File: src/sv/hcp_pkg.sv
package hcp_pkg;

  localparam int MaxLines       = 16;
  localparam int MaxWordDigits  = 8;
  localparam int HeaderChars    = 16;
  localparam int LagLimit       = 256;
  localparam logic [7:0] EndChar = 8'd13;

  localparam int LineW  = $clog2(MaxLines);
  localparam int HdrW   = $clog2(HeaderChars);

  typedef enum logic [1:0] {
    SEC_HEADER = 2'd0,
    SEC_COUNTS = 2'd1,
    SEC_AUTO   = 2'd2,
    SEC_CROSS  = 2'd3
  } section_t;

  typedef enum logic [1:0] {
    KIND_COUNT = 2'd0,
    KIND_AUTO  = 2'd1,
    KIND_CROSS = 2'd2,
    KIND_END   = 2'd3
  } kind_t;

  typedef enum logic [1:0] {
    ST_OK       = 2'd0,
    ST_SHORT    = 2'd1,
    ST_OVERLONG = 2'd2,
    ST_BAD_HEX  = 2'd3
  } status_t;

  typedef enum logic [1:0] {
    REG_DIGITS     = 2'd0,
    REG_LINES      = 2'd1,
    REG_AUTO_LAGS  = 2'd2,
    REG_CROSS_LAGS = 2'd3
  } reg_idx_t;

  // Register values outside their range: zero acts as one, anything above the top as the top.
  function automatic logic [3:0] lim_digits(input logic [3:0] v);
    if (v == 4'd0) begin
      return 4'd1;
    end else if (v > 4'(MaxWordDigits)) begin
      return 4'(MaxWordDigits);
    end
    return v;
  endfunction

  function automatic logic [4:0] lim_lines(input logic [4:0] v);
    if (v == 5'd0) begin
      return 5'd1;
    end else if (v > 5'(MaxLines)) begin
      return 5'(MaxLines);
    end
    return v;
  endfunction

  function automatic logic [8:0] lim_lags(input logic [8:0] v);
    if (v == 9'd0) begin
      return 9'd1;
    end else if (v > 9'(LagLimit)) begin
      return 9'(LagLimit);
    end
    return v;
  endfunction

  typedef struct packed {
    logic       bad;
    logic [3:0] nibble;
  } hex_digit_t;

  function automatic hex_digit_t hex_decode(input logic [7:0] c);
    hex_digit_t r;
    r.bad    = 1'b0;
    r.nibble = 4'd0;
    if (c >= 8'h30 && c <= 8'h39) begin
      r.nibble = 4'(c - 8'h30);
    end else if (c >= 8'h41 && c <= 8'h46) begin
      r.nibble = 4'(c - 8'h37);
    end else if (c >= 8'h61 && c <= 8'h66) begin
      r.nibble = 4'(c - 8'h57);
    end else begin
      r.bad = 1'b1;
    end
    return r;
  endfunction

endpackage

File: src/sv/hcp_char_if.sv
interface hcp_char_if;
  logic       valid;
  logic       ready;
  logic [7:0] char_in;

  modport source (output valid, output char_in, input ready);
  modport sink (input valid, input char_in, output ready);
endinterface

File: src/sv/hcp_word_if.sv
interface hcp_word_if;
  logic        valid;
  logic        ready;
  logic [1:0]  word_kind;
  logic [3:0]  line_a;
  logic [3:0]  line_b;
  logic [8:0]  lag_index;
  logic [31:0] word_value;
  logic [31:0] count_ref;
  logic [1:0]  status;

  modport source (output valid, output word_kind, output line_a, output line_b,
                  output lag_index, output word_value, output count_ref,
                  output status, input ready);
  modport sink (input valid, input word_kind, input line_a, input line_b,
                input lag_index, input word_value, input count_ref,
                input status, output ready);
endinterface

File: src/sv/hex_correlation_packet_parser.sv
// Parses a correlator report packet arriving one ASCII character per transaction on char_ch.
// The first 16 characters are header and are skipped; then fixed-width hex words follow:
// one count per line, the autocorrelation lags of each line, then 2*cross_lag_count-1
// crosscorrelation lags for each line pair a<b. Every complete word leaves as one
// transaction on word_ch with its kind, lines, lag and reference count (the pair average for
// cross words), and a carriage return closes the packet with a status transaction. The block
// takes one character every clock cycle and a result appears in the cycle after its last
// character; the only limit is the single output register, which stalls the input while a
// result waits and word_ch is not ready. Line counts live in a small two-port store whose
// read data is prefetched at the next line indices, so no clearing pass is needed after reset.
module hex_correlation_packet_parser (
  input  logic        clk,
  input  logic        rst,
  input  logic        psel,
  input  logic        penable,
  input  logic        pwrite,
  input  logic [3:0]  paddr,
  input  logic [31:0] pwdata,
  output logic [31:0] prdata,
  output logic        pready,
  hcp_char_if.sink    char_ch,
  hcp_word_if.source  word_ch
);

  // Configuration registers.
  logic [3:0] digits_per_word;
  logic [4:0] line_count;
  logic [8:0] auto_lag_count;
  logic [8:0] cross_lag_count;

  // Parser state.
  hcp_pkg::section_t             section, section_next;
  logic [hcp_pkg::HdrW-1:0]      char_position, char_position_next;
  logic [3:0]                    digit_count, digit_count_next;
  logic [31:0]                   word_accumulator, word_accumulator_next;
  logic [hcp_pkg::LineW-1:0]     first_line, first_line_next;
  logic [hcp_pkg::LineW-1:0]     second_line, second_line_next;
  logic [8:0]                    lag_counter, lag_counter_next;
  logic                          bad_digit_seen, bad_digit_seen_next;
  logic                          all_done, all_done_next;
  logic                          overlong_seen, overlong_seen_next;

  // Count store and its prefetched read data for first_line and second_line.
  logic [31:0] line_counts [hcp_pkg::MaxLines];
  logic [31:0] count_a;
  logic [31:0] count_b;
  logic        mem_we;
  logic [31:0] mem_wdata;

  // Output register.
  logic        word_valid;
  logic        res_fire;
  logic [1:0]  res_kind;
  logic [3:0]  res_line_a;
  logic [3:0]  res_line_b;
  logic [8:0]  res_lag;
  logic [31:0] res_value;
  logic [31:0] res_ref;
  logic [1:0]  res_status;

  logic               char_acc;
  logic               is_end;
  hcp_pkg::hex_digit_t digit;
  logic               bad_now;
  logic [31:0]        acc_shift;
  logic [4:0]         digit_inc;
  logic               word_done;
  logic [31:0]        word_val;
  logic [31:0]        count_val;
  logic [3:0]         dpw;
  logic [4:0]         lines;
  logic [8:0]         alags;
  logic [8:0]         xwords;
  logic [9:0]         lag_inc;
  logic [4:0]         first_inc;
  logic [4:0]         second_inc;
  logic [32:0]        pair_sum;

  // ---------------------------------------------------------------- configuration
  assign pready = 1'b1;

  always_ff @(posedge clk) begin
    if (rst) begin
      digits_per_word <= 4'd8;
      line_count      <= 5'd4;
      auto_lag_count  <= 9'd8;
      cross_lag_count <= 9'd8;
    end else if (psel && penable && pwrite) begin
      unique case (hcp_pkg::reg_idx_t'(paddr[3:2]))
        hcp_pkg::REG_DIGITS:     digits_per_word <= pwdata[3:0];
        hcp_pkg::REG_LINES:      line_count      <= pwdata[4:0];
        hcp_pkg::REG_AUTO_LAGS:  auto_lag_count  <= pwdata[8:0];
        hcp_pkg::REG_CROSS_LAGS: cross_lag_count <= pwdata[8:0];
        default: ;
      endcase
    end
  end

  always_comb begin
    unique case (hcp_pkg::reg_idx_t'(paddr[3:2]))
      hcp_pkg::REG_DIGITS:     prdata = {28'd0, digits_per_word};
      hcp_pkg::REG_LINES:      prdata = {27'd0, line_count};
      hcp_pkg::REG_AUTO_LAGS:  prdata = {23'd0, auto_lag_count};
      hcp_pkg::REG_CROSS_LAGS: prdata = {23'd0, cross_lag_count};
      default:                 prdata = 32'd0;
    endcase
  end

  // ---------------------------------------------------------------- shared decode
  assign dpw    = hcp_pkg::lim_digits(digits_per_word);
  assign lines  = hcp_pkg::lim_lines(line_count);
  assign alags  = hcp_pkg::lim_lags(auto_lag_count);
  assign xwords = 9'({hcp_pkg::lim_lags(cross_lag_count), 1'b0} - 10'd1);

  assign char_ch.ready = !word_valid || word_ch.ready;
  assign char_acc      = char_ch.valid && char_ch.ready;
  assign is_end        = char_ch.char_in == hcp_pkg::EndChar;
  assign digit         = hcp_pkg::hex_decode(char_ch.char_in);
  assign bad_now       = bad_digit_seen || digit.bad;
  // Once a bad digit has appeared the rest of the word is not accumulated.
  assign acc_shift     = bad_now ? word_accumulator : {word_accumulator[27:0], digit.nibble};
  assign digit_inc     = {1'b0, digit_count} + 5'd1;
  assign word_done     = !is_end && !all_done && section != hcp_pkg::SEC_HEADER &&
                         digit_inc >= {1'b0, dpw};
  assign word_val      = acc_shift;
  assign count_val     = (word_val == 32'd0) ? 32'd1 : word_val;
  assign lag_inc       = {1'b0, lag_counter} + 10'd1;
  assign first_inc     = {1'b0, first_line} + 5'd1;
  assign second_inc    = {1'b0, second_line} + 5'd1;
  assign pair_sum      = {1'b0, count_a} + {1'b0, count_b};

  // ---------------------------------------------------------------- next state
  always_comb begin
    section_next          = section;
    char_position_next    = char_position;
    digit_count_next      = digit_count;
    word_accumulator_next = word_accumulator;
    first_line_next       = first_line;
    second_line_next      = second_line;
    lag_counter_next      = lag_counter;
    bad_digit_seen_next   = bad_digit_seen;
    all_done_next         = all_done;
    overlong_seen_next    = overlong_seen;
    if (char_acc) begin
      if (is_end) begin
        section_next          = hcp_pkg::SEC_HEADER;
        char_position_next    = '0;
        digit_count_next      = 4'd0;
        word_accumulator_next = 32'd0;
        first_line_next       = '0;
        second_line_next      = '0;
        lag_counter_next      = 9'd0;
        bad_digit_seen_next   = 1'b0;
        all_done_next         = 1'b0;
        overlong_seen_next    = 1'b0;
      end else if (all_done) begin
        overlong_seen_next = 1'b1;
      end else if (section == hcp_pkg::SEC_HEADER) begin
        char_position_next = char_position + 1'b1;
        if (char_position == hcp_pkg::HdrW'(hcp_pkg::HeaderChars - 1)) begin
          section_next = hcp_pkg::SEC_COUNTS;
        end
      end else if (!word_done) begin
        digit_count_next      = digit_inc[3:0];
        word_accumulator_next = acc_shift;
        bad_digit_seen_next   = bad_now;
      end else begin
        digit_count_next      = 4'd0;
        word_accumulator_next = 32'd0;
        bad_digit_seen_next   = 1'b0;
        unique case (section)
          hcp_pkg::SEC_COUNTS: begin
            first_line_next = first_inc[hcp_pkg::LineW-1:0];
            if (first_inc >= lines) begin
              first_line_next  = '0;
              lag_counter_next = 9'd0;
              section_next     = hcp_pkg::SEC_AUTO;
            end
          end
          hcp_pkg::SEC_AUTO: begin
            lag_counter_next = lag_inc[8:0];
            if (lag_inc >= {1'b0, alags}) begin
              lag_counter_next = 9'd0;
              first_line_next  = first_inc[hcp_pkg::LineW-1:0];
              if (first_inc >= lines) begin
                if (lines >= 5'd2) begin
                  section_next     = hcp_pkg::SEC_CROSS;
                  first_line_next  = '0;
                  second_line_next = hcp_pkg::LineW'(1);
                end else begin
                  all_done_next = 1'b1;
                end
              end
            end
          end
          hcp_pkg::SEC_CROSS: begin
            lag_counter_next = lag_inc[8:0];
            if (lag_inc >= {1'b0, xwords}) begin
              lag_counter_next = 9'd0;
              second_line_next = second_inc[hcp_pkg::LineW-1:0];
              if (second_inc >= lines) begin
                first_line_next  = first_inc[hcp_pkg::LineW-1:0];
                second_line_next = hcp_pkg::LineW'(first_inc + 5'd1);
                if (first_inc + 5'd1 >= lines) begin
                  all_done_next = 1'b1;
                end
              end
            end
          end
          default: ;
        endcase
      end
    end
  end

  // ---------------------------------------------------------------- result
  always_comb begin
    res_fire   = 1'b0;
    res_kind   = hcp_pkg::KIND_END;
    res_line_a = 4'(first_line);
    res_line_b = 4'(first_line);
    res_lag    = 9'd0;
    res_value  = word_val;
    res_ref    = 32'd0;
    res_status = bad_now ? hcp_pkg::ST_BAD_HEX : hcp_pkg::ST_OK;
    mem_we     = 1'b0;
    mem_wdata  = count_val;
    if (char_acc && is_end) begin
      res_fire   = 1'b1;
      res_line_a = 4'd0;
      res_line_b = 4'd0;
      res_value  = 32'd0;
      if (!all_done) begin
        res_status = hcp_pkg::ST_SHORT;
      end else if (overlong_seen) begin
        res_status = hcp_pkg::ST_OVERLONG;
      end else begin
        res_status = hcp_pkg::ST_OK;
      end
    end else if (char_acc && word_done) begin
      res_fire = 1'b1;
      unique case (section)
        hcp_pkg::SEC_COUNTS: begin
          res_kind  = hcp_pkg::KIND_COUNT;
          res_value = count_val;
          res_ref   = count_val;
          mem_we    = 1'b1;
        end
        hcp_pkg::SEC_AUTO: begin
          res_kind = hcp_pkg::KIND_AUTO;
          res_lag  = lag_counter;
          res_ref  = count_a;
        end
        hcp_pkg::SEC_CROSS: begin
          res_kind   = hcp_pkg::KIND_CROSS;
          res_line_b = 4'(second_line);
          res_lag    = lag_counter;
          res_ref    = pair_sum[32:1];
        end
        default: res_fire = 1'b0;
      endcase
    end
  end

  // ---------------------------------------------------------------- registers
  always_ff @(posedge clk) begin
    if (rst) begin
      section          <= hcp_pkg::SEC_HEADER;
      char_position    <= '0;
      digit_count      <= 4'd0;
      word_accumulator <= 32'd0;
      first_line       <= '0;
      second_line      <= '0;
      lag_counter      <= 9'd0;
      bad_digit_seen   <= 1'b0;
      all_done         <= 1'b0;
      overlong_seen    <= 1'b0;
    end else begin
      section          <= section_next;
      char_position    <= char_position_next;
      digit_count      <= digit_count_next;
      word_accumulator <= word_accumulator_next;
      first_line       <= first_line_next;
      second_line      <= second_line_next;
      lag_counter      <= lag_counter_next;
      bad_digit_seen   <= bad_digit_seen_next;
      all_done         <= all_done_next;
      overlong_seen    <= overlong_seen_next;
    end
  end

  // The store is read at the next line indices so that count_a and count_b always match
  // first_line and second_line; a write to the same entry is forwarded.
  always_ff @(posedge clk) begin
    if (mem_we) begin
      line_counts[first_line] <= mem_wdata;
    end
    if (mem_we && first_line == first_line_next) begin
      count_a <= mem_wdata;
    end else begin
      count_a <= line_counts[first_line_next];
    end
    if (mem_we && first_line == second_line_next) begin
      count_b <= mem_wdata;
    end else begin
      count_b <= line_counts[second_line_next];
    end
  end

  always_ff @(posedge clk) begin
    if (rst) begin
      word_valid <= 1'b0;
    end else if (res_fire) begin
      word_valid <= 1'b1;
    end else if (word_ch.ready) begin
      word_valid <= 1'b0;
    end
  end

  always_ff @(posedge clk) begin
    if (res_fire) begin
      word_ch.word_kind  <= res_kind;
      word_ch.line_a     <= res_line_a;
      word_ch.line_b     <= res_line_b;
      word_ch.lag_index  <= res_lag;
      word_ch.word_value <= res_value;
      word_ch.count_ref  <= res_ref;
      word_ch.status     <= res_status;
    end
  end

  assign word_ch.valid = word_valid;

`ifndef SYNTHESIS
  a_end_restarts: assert property (@(posedge clk) disable iff (rst)
    char_acc && is_end |=> section == hcp_pkg::SEC_HEADER && !all_done && !overlong_seen)
    else $error("packet end did not restart the parser");

  a_cross_order: assert property (@(posedge clk) disable iff (rst)
    section == hcp_pkg::SEC_CROSS && !all_done |-> first_line < second_line)
    else $error("cross pair out of order");

  a_done_quiet: assert property (@(posedge clk) disable iff (rst)
    char_acc && all_done && !is_end |-> !res_fire)
    else $error("word produced after the last word of the packet");

  a_digit_bound: assert property (@(posedge clk) disable iff (rst)
    digit_count < 4'(hcp_pkg::MaxWordDigits))
    else $error("digit counter beyond word width");

  a_no_overwrite: assert property (@(posedge clk) disable iff (rst)
    word_valid && !word_ch.ready |-> !res_fire)
    else $error("pending result overwritten");
`endif

endmodule
File: src/flat_wrapper.sv
// flat-port wrapper written by rule: the top's interface ports become plain ports
module hex_correlation_packet_parser_flat 
  (clk, rst, psel, penable, pwrite, paddr, pwdata, prdata, pready, char_ch_valid, char_ch_char_in, char_ch_ready, word_ch_valid, word_ch_word_kind, word_ch_line_a, word_ch_line_b, word_ch_lag_index, word_ch_word_value, word_ch_count_ref, word_ch_status, word_ch_ready);
  hcp_char_if char_ch_i ();
  hcp_word_if word_ch_i ();
  input  logic clk;
  input  logic rst;
  input  logic psel;
  input  logic penable;
  input  logic pwrite;
  input  logic [3:0] paddr;
  input  logic [31:0] pwdata;
  output logic [31:0] prdata;
  output logic pready;
  input wire logic [$bits(char_ch_i.valid)-1:0] char_ch_valid;
  input wire logic [$bits(char_ch_i.char_in)-1:0] char_ch_char_in;
  output wire logic [$bits(char_ch_i.ready)-1:0] char_ch_ready;
  output wire logic [$bits(word_ch_i.valid)-1:0] word_ch_valid;
  output wire logic [$bits(word_ch_i.word_kind)-1:0] word_ch_word_kind;
  output wire logic [$bits(word_ch_i.line_a)-1:0] word_ch_line_a;
  output wire logic [$bits(word_ch_i.line_b)-1:0] word_ch_line_b;
  output wire logic [$bits(word_ch_i.lag_index)-1:0] word_ch_lag_index;
  output wire logic [$bits(word_ch_i.word_value)-1:0] word_ch_word_value;
  output wire logic [$bits(word_ch_i.count_ref)-1:0] word_ch_count_ref;
  output wire logic [$bits(word_ch_i.status)-1:0] word_ch_status;
  input wire logic [$bits(word_ch_i.ready)-1:0] word_ch_ready;
  assign char_ch_i.valid = char_ch_valid;
  assign char_ch_i.char_in = char_ch_char_in;
  assign char_ch_ready = char_ch_i.ready;
  assign word_ch_valid = word_ch_i.valid;
  assign word_ch_word_kind = word_ch_i.word_kind;
  assign word_ch_line_a = word_ch_i.line_a;
  assign word_ch_line_b = word_ch_i.line_b;
  assign word_ch_lag_index = word_ch_i.lag_index;
  assign word_ch_word_value = word_ch_i.word_value;
  assign word_ch_count_ref = word_ch_i.count_ref;
  assign word_ch_status = word_ch_i.status;
  assign word_ch_i.ready = word_ch_ready;
  hex_correlation_packet_parser u_core (.clk(clk), .rst(rst), .psel(psel), .penable(penable), .pwrite(pwrite), .paddr(paddr), .pwdata(pwdata), .prdata(prdata), .pready(pready), .char_ch(char_ch_i), .word_ch(word_ch_i));
endmodule
File: config.mk
export PLATFORM = sky130hd
export DESIGN_NAME = hex_correlation_packet_parser_flat
export DESIGN_NICKNAME = d
export VERILOG_FILES = /design/src/sv/hcp_pkg.sv /design/src/sv/hcp_char_if.sv /design/src/sv/hcp_word_if.sv /design/src/sv/hex_correlation_packet_parser.sv /design/src/flat_wrapper.sv
export SDC_FILE = /design/constraint.sdc
export NUM_CORES = 1
export LEC_CHECK = 0
export ABC_AREA = 1
export BUFFER_PORTS_ARGS = -buffer_cell sky130_fd_sc_hd__buf_2
export CAP_MARGIN = 30
export CELL_PAD_IN_SITES_DETAIL_PLACEMENT = 1
export CELL_PAD_IN_SITES_GLOBAL_PLACEMENT = 1
export CORE_MARGIN = 4
export CORE_UTILIZATION = 30
export CTS_BUF_LIST = sky130_fd_sc_hd__clkbuf_4 sky130_fd_sc_hd__clkbuf_8 sky130_fd_sc_hd__clkbuf_16
export DETAILED_ROUTE_END_ITERATION = 12
export PLACE_DENSITY_LB_ADDON = 0.08
export SLEW_MARGIN = 10
export SYNTH_ARGS = -nofsm -noshare
export SYNTH_HDL_FRONTEND = slang
export SYNTH_SLANG_ARGS = --single-unit
File: constraint.sdc
create_clock -name clk -period 7.86 [get_ports clk]
set_input_delay 0.786 -clock clk [delete_from_list [all_inputs] [get_ports clk]]
set_output_delay 0.786 -clock clk [all_outputs]
set_load 0.01 [all_outputs]
# Word level (Yosys, flattened, before mapping)
# Memory sizes are Yosys's and may differ from the RTL's. A register that Yosys moved wholly into a read port is not among the register bits.
# Index checks and enable logic that the tools add are counted.
dict set report classes {
  n_addsub 11
  order_cmp 17
  n_eq_ne 16
  n_mux 118
  bitwise 2
  reduce_logical 44
}
# operator count
set op_table {}
lappend op_table {{2-to-1 mux 32 bit} 8}
lappend op_table {{2-to-1 mux 4 bit} 36}
lappend op_table {{case mux 32 bit (4 select lines)} 1}
lappend op_table {{case mux 32 bit (3 select lines)} 1}
lappend op_table {{2-to-1 mux 9 bit} 10}
lappend op_table {{2-to-1 mux 1 bit} 37}
lappend op_table {{adder 32 x 32 -> 33 bit} 1}
lappend op_table {{zero test 32 bit} 1}
lappend op_table {{case mux 9 bit (3 select lines)} 1}
lappend op_table {{2-to-1 mux 2 bit} 13}
lappend op_table {{2-to-1 mux 8 bit} 3}
lappend op_table {{>= comparator 10 x 9 -> 1 bit} 2}
lappend op_table {{greater-than comparator 9 bit, second input constant} 2}
lappend op_table {{zero test 9 bit} 2}
lappend op_table {{>= comparator 8 x 7 -> 1 bit, second input constant} 2}
lappend op_table {{<= comparator 8 x 7 -> 1 bit, second input constant} 2}
lappend op_table {{inequality test 4 x 1 -> 1 bit, second input constant} 4}
lappend op_table {{adder 4 x 1 -> 5 bit, second input constant} 3}
lappend op_table {{>= comparator 5 bit} 3}
lappend op_table {{2-to-1 mux 5 bit} 3}
lappend op_table {{case mux 4 bit (3 select lines)} 1}
lappend op_table {{logical AND 1 bit} 11}
lappend op_table {{adder 9 x 1 -> 10 bit, second input constant} 1}
lappend op_table {{AND reduction 2 bit} 5}
lappend op_table {{other kinds (37)} 55}
dict set report word_totals {
  ff_bits 175
  ram_bits 512
  input_bits 51
  output_inout_bits 120
  wordCells 231
  mem_count 1
}
# name depth word_bits read_ports rd_ports_with_merged_regs write_ports line
set memory_table {}
lappend memory_table {u_core.line_counts 16 32 2 2 1 hex_correlation_packet_parser.sv:44} ;# logic [31:0] line_counts [hcp_pkg::MaxLines];

# Logic depth before layout (Yosys ltp)
# Gate-level depths: netlist (run 1).
dict set report logic_depth {
  word_depth 14
  ltp_mapped 25
  depth_no_buf 25
}

# Worst setup path before layout (run 1)
# Ideal clock, no wire load.
dict set report synth_path {
  path_kind {in2reg}
  start {input char_ch_char_in[1]}
  end {memory u_core.line_counts[11][0] (enable)}
  setup_time_ns 0.461
  arrival_time_ns 4.249
  required_ns 7.399
  path_slack_ns 3.150
  cell_stages 11
  n_path_buf 0
  cell_sequence {inv_1 -> ha_1 -> nand4_1 -> nand2_1 -> nor2_1 -> nand2_2 -> nor2_2 -> inv_2 -> nor2_1 -> inv_1 -> nor3_1}
}
dict set report synth_via {
  elab_chain_len 10
  word_cells_on_any_way 11
  classes_between {1 x eq/ne; 4 x mux; 6 x reduce/logical}
}
# element line
set synth_lines {}
lappend synth_lines {{start, declared} flat_wrapper.sv:16} ;# input wire logic [$bits(char_ch_i.char_in)-1:0] char_ch_char_in;
lappend synth_lines {{== test 8 x 4 -> 1 bit *} hex_correlation_packet_parser.sv:117} ;# assign is_end = char_ch.char_in == hcp_pkg::EndChar;
lappend synth_lines {{zero test 1 bit} hex_correlation_packet_parser.sv:123} ;# assign word_done = !is_end && !all_done && section != hcp_pkg::SEC_HEADER &&
lappend synth_lines {{logical AND 1 bit (3 in series)} hex_correlation_packet_parser.sv:123}
lappend synth_lines {{logical AND 1 bit} hex_correlation_packet_parser.sv:240} ;# end else if (char_acc && word_done) begin
lappend synth_lines {{2-to-1 mux 1 bit} hex_correlation_packet_parser.sv:240}
lappend synth_lines {{2-to-1 mux 1 bit *} hex_correlation_packet_parser.sv:228} ;# if (char_acc && is_end) begin
lappend synth_lines {{2-to-1 mux 1 bit *} hex_correlation_packet_parser.sv:295} ;# if (mem_we) begin
lappend synth_lines {{2-to-1 mux 1 bit (implied by the code) *} hex_correlation_packet_parser.sv:296} ;# line_counts[first_line] <= mem_wdata;
lappend synth_lines {{end, declared} hex_correlation_packet_parser.sv:44}
# Mark *: on every way between the ends. The rest lies on a longest branch, timed or not.

==> metrics.md, run 1 <==
| Metric | Value |
|---|---|
| Status | complete, no violations |
| Setup bufs post-CTS | 0 |
| IO Port Bufs | 121 |
| Cell leakage power | 15.64 nW |
| RSZ-0062 raised after global routing | no |
| Area after DPL | 0.03876 mm2 |
| Register cell area after layout | about 0.02 mm2 |
| Setup TNS | 0 ps |
| DIE HEIGHT | roughly 360 um |
| Largest family of logic cells by synthesized area | compound AO/OA/AOI/OAI gates |
| Initial DRC count | 2421 |
| Total gr overflow | 0 |
| Worst Hold Class | in -> reg |
| Nets | around 4.2k |
| Worst Tran Pin Value | 1084 ps |
| Worst-case clock buffer depth | 3 |
| Mapped cell area | 0.03637 mm2 |
| Final setup fails | 0 |
| Synth warn | 0 |
| Pwr dens | 197.6 mW/mm2 |
| Synth area leader | edfxtp_1 |
| Slew Limit Fails | 0 |
| GP Congestion | 0.8440 |
| Overall global routing resource usage | 23.58% |
| Worst EP required | 8260 ps |
| Post-synthesis async set-or-reset flop share | 0% |
| CP Launch Type | flop |
| Clock skew | 46.41 ps |
| Final hold vios | 0 |
| Residual DRC | 0 |
| First-pass detailed-route iteration total | 8 |
| Chip width | 356.2 um |
| Post-cts sizing count | 0 |
| Dominant synthesized flop cell | edfxtp_1 |
| Max FO, Critical Path | 53 |
| Fin area | about 0.042 mm2 |
| Area Growth Syn to Fin | 14.36% |
| Full die area | 0.1269 mm2 |
| Hold buffers post-CTS | 0 |
| Multiplexer share of the synthesized area | 0% |
| DRT Wirelength | roughly 150000 um |
| Final Critical Period | 5446 ps |
| Synth top area share | a little under 50% |
| First-pass GRT wire length | 219000 um |
| Via count | 30.83k |
| Max-slew headroom | 27.00% |
| Share of cells above drive strength 1 | 10.50% |
| Vias/cell | 5.375 |
| Root Buffer | clkbuf_16 |
| Crit. End Element | flop |
| Top Ports | 171 |
| Fill count | 13.83k |
| Post-Synth Simple-Gate Area | 12.28% |
| Clock Latency Late Sink | 700 ps |
| Wirelength per Cell | 26.64 um |
| Max IR drop VDD | 0.0001463 V |
| Post-synthesis instance total | ~4.0k |
| CP Class | reg -> reg |
| CTS clk-pin slew, worst paths | roughly 60 ps |
| XOR/XNOR share of the synthesized area | 0.5297% |
| Part of the Yosys area used for sequential elements | 54.68% |
| CTS Buf Count | 88 |
| Vias in the first global route | a little over 30k |
| Effective utilization at floorplan | 30.28% |
| CTS H-Tree Depth | 3 |
| Clock Sinks | around 700 |
| CTS tree | built |
| Synth Area in Compound Gates | 22.34% |
| Number of max-cap violations | 0 |
| Fmax | 183.6 MHz |
| Flops & latches, synth | 695 |
| Adder-Cell Fraction of Synth Area | 3.013% |
| Synth Area per Inst | 9.066 um2 |
| Number of flops mapped to enable cells by yosys | ~600 |
| Num rows | 127 |
| Largest net degree at the start of global routing | 137 |
| Dominant cells by area after synthesis | edfxtp_1, o21ai_0, dfxtp_1 |
| Worst Path Arrival | 5850 ps |
| Area of the multi-input gates | 0.01410 mm2 |
| Cell variety after synth | between 50 and 60 |
| Initial antenna violation count | 5 |
| Core Region | 0.1201 mm2 |
| Hpwl dp | approximately 97000 um |
| Detail Route Antenna Nets | 0 |
| Fin crit share | 69.29% |
==> worst paths after layout <==
kind,start,to,slack [ps],cells after the start
worst max-delay path,flop,u_core.word_ch.count_ref[29],2410,17
worst max register to register,flop,u_core.word_ch.count_ref[29],2410,17
worst min-delay path,pwdata[2],u_core.line_count[2],420,3
worst min register to register,u_core.overlong_seen,u_core.overlong_seen,460,2
==> cells in the final DEF, fill, tap and decap left out, drive strengths merged, types with 86 or more instances in the layout <==
cell type	instances
edfxtp	597
dfxtp	98
buf	202
inv	354
nand2	477
nor2	500
a21oi	354
o21ai	861
o221ai	116
ha	86
clkbuf	109
==> through the flow <==
| stage | setup slack, ps | util (%) | power [W] | std cells | hold slack, ps |
|---|---|---|---|---|---|
| 2_1_floorplan | 3150 | - | 0.004190 | 4034 | 431.6 |
| 3_3_place_gp | 2377 | 32.09 | 0.004265 | 5561 | 442.5 |
| 3_5_place_dp | 2515 | 32.27 | 0.004267 | 5573 | 449.8 |
| 4_1_cts | 2506 | 34.62 | 0.008326 | 5734 | 378.0 |
| 5_1_grt | 2103 | 34.62 | 0.008487 | 5734 | 425.3 |
| 6_report | 2414 | 34.63 | 0.008220 | 5735 | 423.9 |
==> registers in the layout, indices dropped and copies added, names as in the netlist, 5 cells and up, named ones only <==
name / count
u_core.word_ch.word_value: 32
u_core.auto_lag_count: 9
u_core.line_count: 5
u_core.word_ch.count_ref: 32
u_core.line_counts: 512
u_core.word_accumulator: 32
u_core.word_ch.lag_index: 9
u_core.lag_counter: 9
u_core.cross_lag_count: 9
==> cell usage after synthesis (all sizes together) (81+ instances only) <==
cell type,n
a21oi,354
ha,86
buf,104
nand3,81
nand2,477
nor2,500
o21ai,861
clkbuf,172
dfxtp,98
inv,352
edfxtp,597
o221ai,116
==> area by class of cell <==
type,instances,area share (%)
tap,1612,4.849
multi-input combinational,2710,33.90
timing repair buffer,203,3.360
clock buffer,109,5.703
antenna,1,0.006016
sequential,695,47.86
inverter,353,3.222
clock inverter,52,1.104
==> report_power, final <==
part | switching [W] | total [W] | leakage, nW | internal [W]
combinational | 0.000156 | 0.000195 | 7.90 | 0.0000392
clock | 0.00169 | 0.00403 | 1.41 | 0.00234
sequential | 0.00000361 | 0.00400 | 6.33 | 0.00399
==> critical path: stages, from the launching register on <==
cell	delay, ps
dfxtp_4	460
clkinv_2	70
buf_4	670
buf_4	720
o21ai_0	180
o21ai_0	210
o22ai_1	90
o21ai_0	670
ha_1	460
a21oi_1	180
o21ai_1	100
a21oi_1	210
o21ai_1	220
a21oi_1	420
nand3b_1	200
nand3_1	80
nand3_1	120
a21oi_1	70
==> routing by layer <==
metal	global-route usage, %	vias up	share of wire [%]
met5	0	-	0
met4	8.706	0	3.8
met3	3.681	216	5.5
met2	36.58	876	44
met1	33.29	15449	46
li1	-	14286	-
==> kinds of logic after synthesis <==
group	count (synthesis)
flops	695
other cells	2
compound gates	1466
fa+ha+maj	87
buf+inv	629
xor+xnor	22
simple gates	1111
Power figures use the tool's default switching activity.
==> run 2, diff against run 1 <==
- clock period: 7.86 -> 4.6 ns (I/O delays scaled with it)
==> metrics.md, run 2 (synthesis results as in run 1) <==
| Metric | Value |
|---|---|
| Setup bufs post-CTS | 0 |
| Core Region | about 0.12 mm2 |
| Final hold slack | 99.32 ps |
| Cell breakdown of the critical path | inv_4, buf_12, buf_4, o21ai_0, o21ai_0, o221ai_1, nand2_1, ha_1, nand2_1, nor4_1, buf_4, nand4_1, nand3_1, a21oi_1, o21ai_0, buf_4, a31oi_1 |
| Worst EP required | 5010 ps |
| Pwr dens | 333.1 mW/mm2 |
| Setup TNS | 0 ps |
| Util after Layout | 35.35% |
| Clock skew | around 30 ps |
| CTS Buf Count | 87 |
| Hold buffers post-CTS | 0 |
| Clock Sinks | roughly 700 |
| Initial antenna violation count | 2 |
| Max FO, Critical Path | 33 |
| Worst path buffer plus inverter count | 5 |
| Final hold vios | 0 |
| Vias/cell | 5.335 |
| Total gr overflow | 0 |
| DRT Wirelength | about 150000 um |
| Met2 WL | 70680 um |
| Effective utilization at floorplan | between 30 and 40% |
| Area Growth Syn to Fin | 16.76% |
| Hpwl dp | 99320 um |
| Fin crit share | 91.43% |
| Fmax | 237.8 MHz |
| Via count | 31.01k |
| CP Class | reg -> reg |
| Critical Path Max Stage Delay | between 500 and 600 ps |
| CP delay by family, top | buffers and inverters |
| Largest reg by FF count | u_core.line_counts |
| Final setup fails | 0 |
| Worst Path Arrival | 4610 ps |
| Cell leakage power | ~16 nW |
| Commonest non-fill, non-tap cell in the layout | o21ai_0 |
| CTS clk-pin slew, worst paths | roughly 60 ps |
| Final Critical Period | 4206 ps |
| Worst-case clock buffer depth | 3 |
| Setup ws final | 394.4 ps |
| RSZ-0062 raised after global routing | no |
| Overall global routing resource usage | 23.69% |
| Residual DRC | 0 |
| Max-slew headroom | 33.57% |
| Full die area | around 0.13 mm2 |
| Root Buffer | clkbuf_16 |
| Wirelength per Cell | 26.40 um |
| Slew Limit Fails | 0 |
| Worst Hold Class | in -> reg |
| Num rows | 127 |
| Largest register FFs | 512 |
| Tot Pwr | between 0.01 and 0.015 W |
| Share of cells above drive strength 1 | 12.10% |
| GP Congestion | 0.8700 |
| Largest net degree at the start of global routing | 97 |
| Crit. End Element | flop |
| Post-Place Worst Slack | 502.2 ps |
| Number of max-cap violations | 0 |
| CP Launch Type | flop |
| Status | complete, no violations |
| M1 WL | 72980 um |
| Critical Path Slowest Stage Cell | dfxtp_4 |
| Met3 WL | 6709 um |
| DIE HEIGHT | ~360 um |
| CTS H-Tree Depth | 3 |
| Worst Tran Pin Value | ~1000 ps |
| Vias in the first global route | 31.36k |
| Detail Route Antenna Nets | 0 |
| Post-cts sizing count | 0 |
| IO Port Bufs | 121 |
| Max IR drop VDD | 0.0002812 V |
| Initial DRC count | roughly 2.5k |
| Max Used Layer | met4 |
| First-pass GRT wire length | about 220000 um |
| Top Ports | roughly 170 |
| First-pass detailed-route iteration total | 5 |
| Nets | around 4.3k |
| Most frequent cells in the layout | o21ai_0, edfxtp_1, nor2_1 |
| Chip width | around 360 um |
| CTS tree | built |
| Clock Latency Late Sink | 690 ps |
## run 2: cell types whose count changed in the layout (fill, tap and decap cells not counted), moves of 3 or more
| cell | delta |
|---|---|
| buf_12 | +25 |
| buf_4 | +56 |
| clkinv_2 | -4 |
| buf_16 | -3 |
| clkbuf_8 | +3 |
## run 2: final cells by class
type	instances	area, um2
well taps	1612	2017
clock inverters	48	436.7
multi-input cells	2710	14100
flip-flops and latches	695	19910
repair buffers	280	2225
inverters	353	1340
fillers	13873	77660
clock buffers	113	2439
diodes	2	5.005
## run 2: worst paths after layout
path	start	endpoint	slack [ps]	cells after the start
min	pwdata[2]	u_core.line_count[2]	100	3
max	flop	u_core.word_ch.count_ref[27]	390	17
min reg2reg	u_core.overlong_seen	u_core.overlong_seen	460	2
max reg2reg	flop	u_core.word_ch.count_ref[27]	390	17
## run 2: worst min-delay path: cells and delay by family
| family | cells | cell delay, ps |
|---|---|---|
| buf+inv | 1 | 140 |
| simple gates | 2 | 130 |
## run 2: routing by layer
layer  global-route usage (%)  vias up
li1                         -    14463
met1                    33.68    15683
met2                    38.70      701
met3                    2.919      165
met4                    5.298        0
met5                        0        -
## run 2: where the power goes
part	leakage [nW]	switching, W	internal [W]
registers	6.33	0.00000621	0.00682
clock network	1.43	0.00289	0.00409
logic	8.35	0.000264	0.0000716
## run 2: per-stage QoR
step	area [um2]	instances
2_1_floorplan	36460	4034
3_3_place_gp	39590	5650
3_5_place_dp	39590	5650
4_1_cts	42460	5811
5_1_grt	42460	5811
6_report	42470	5813
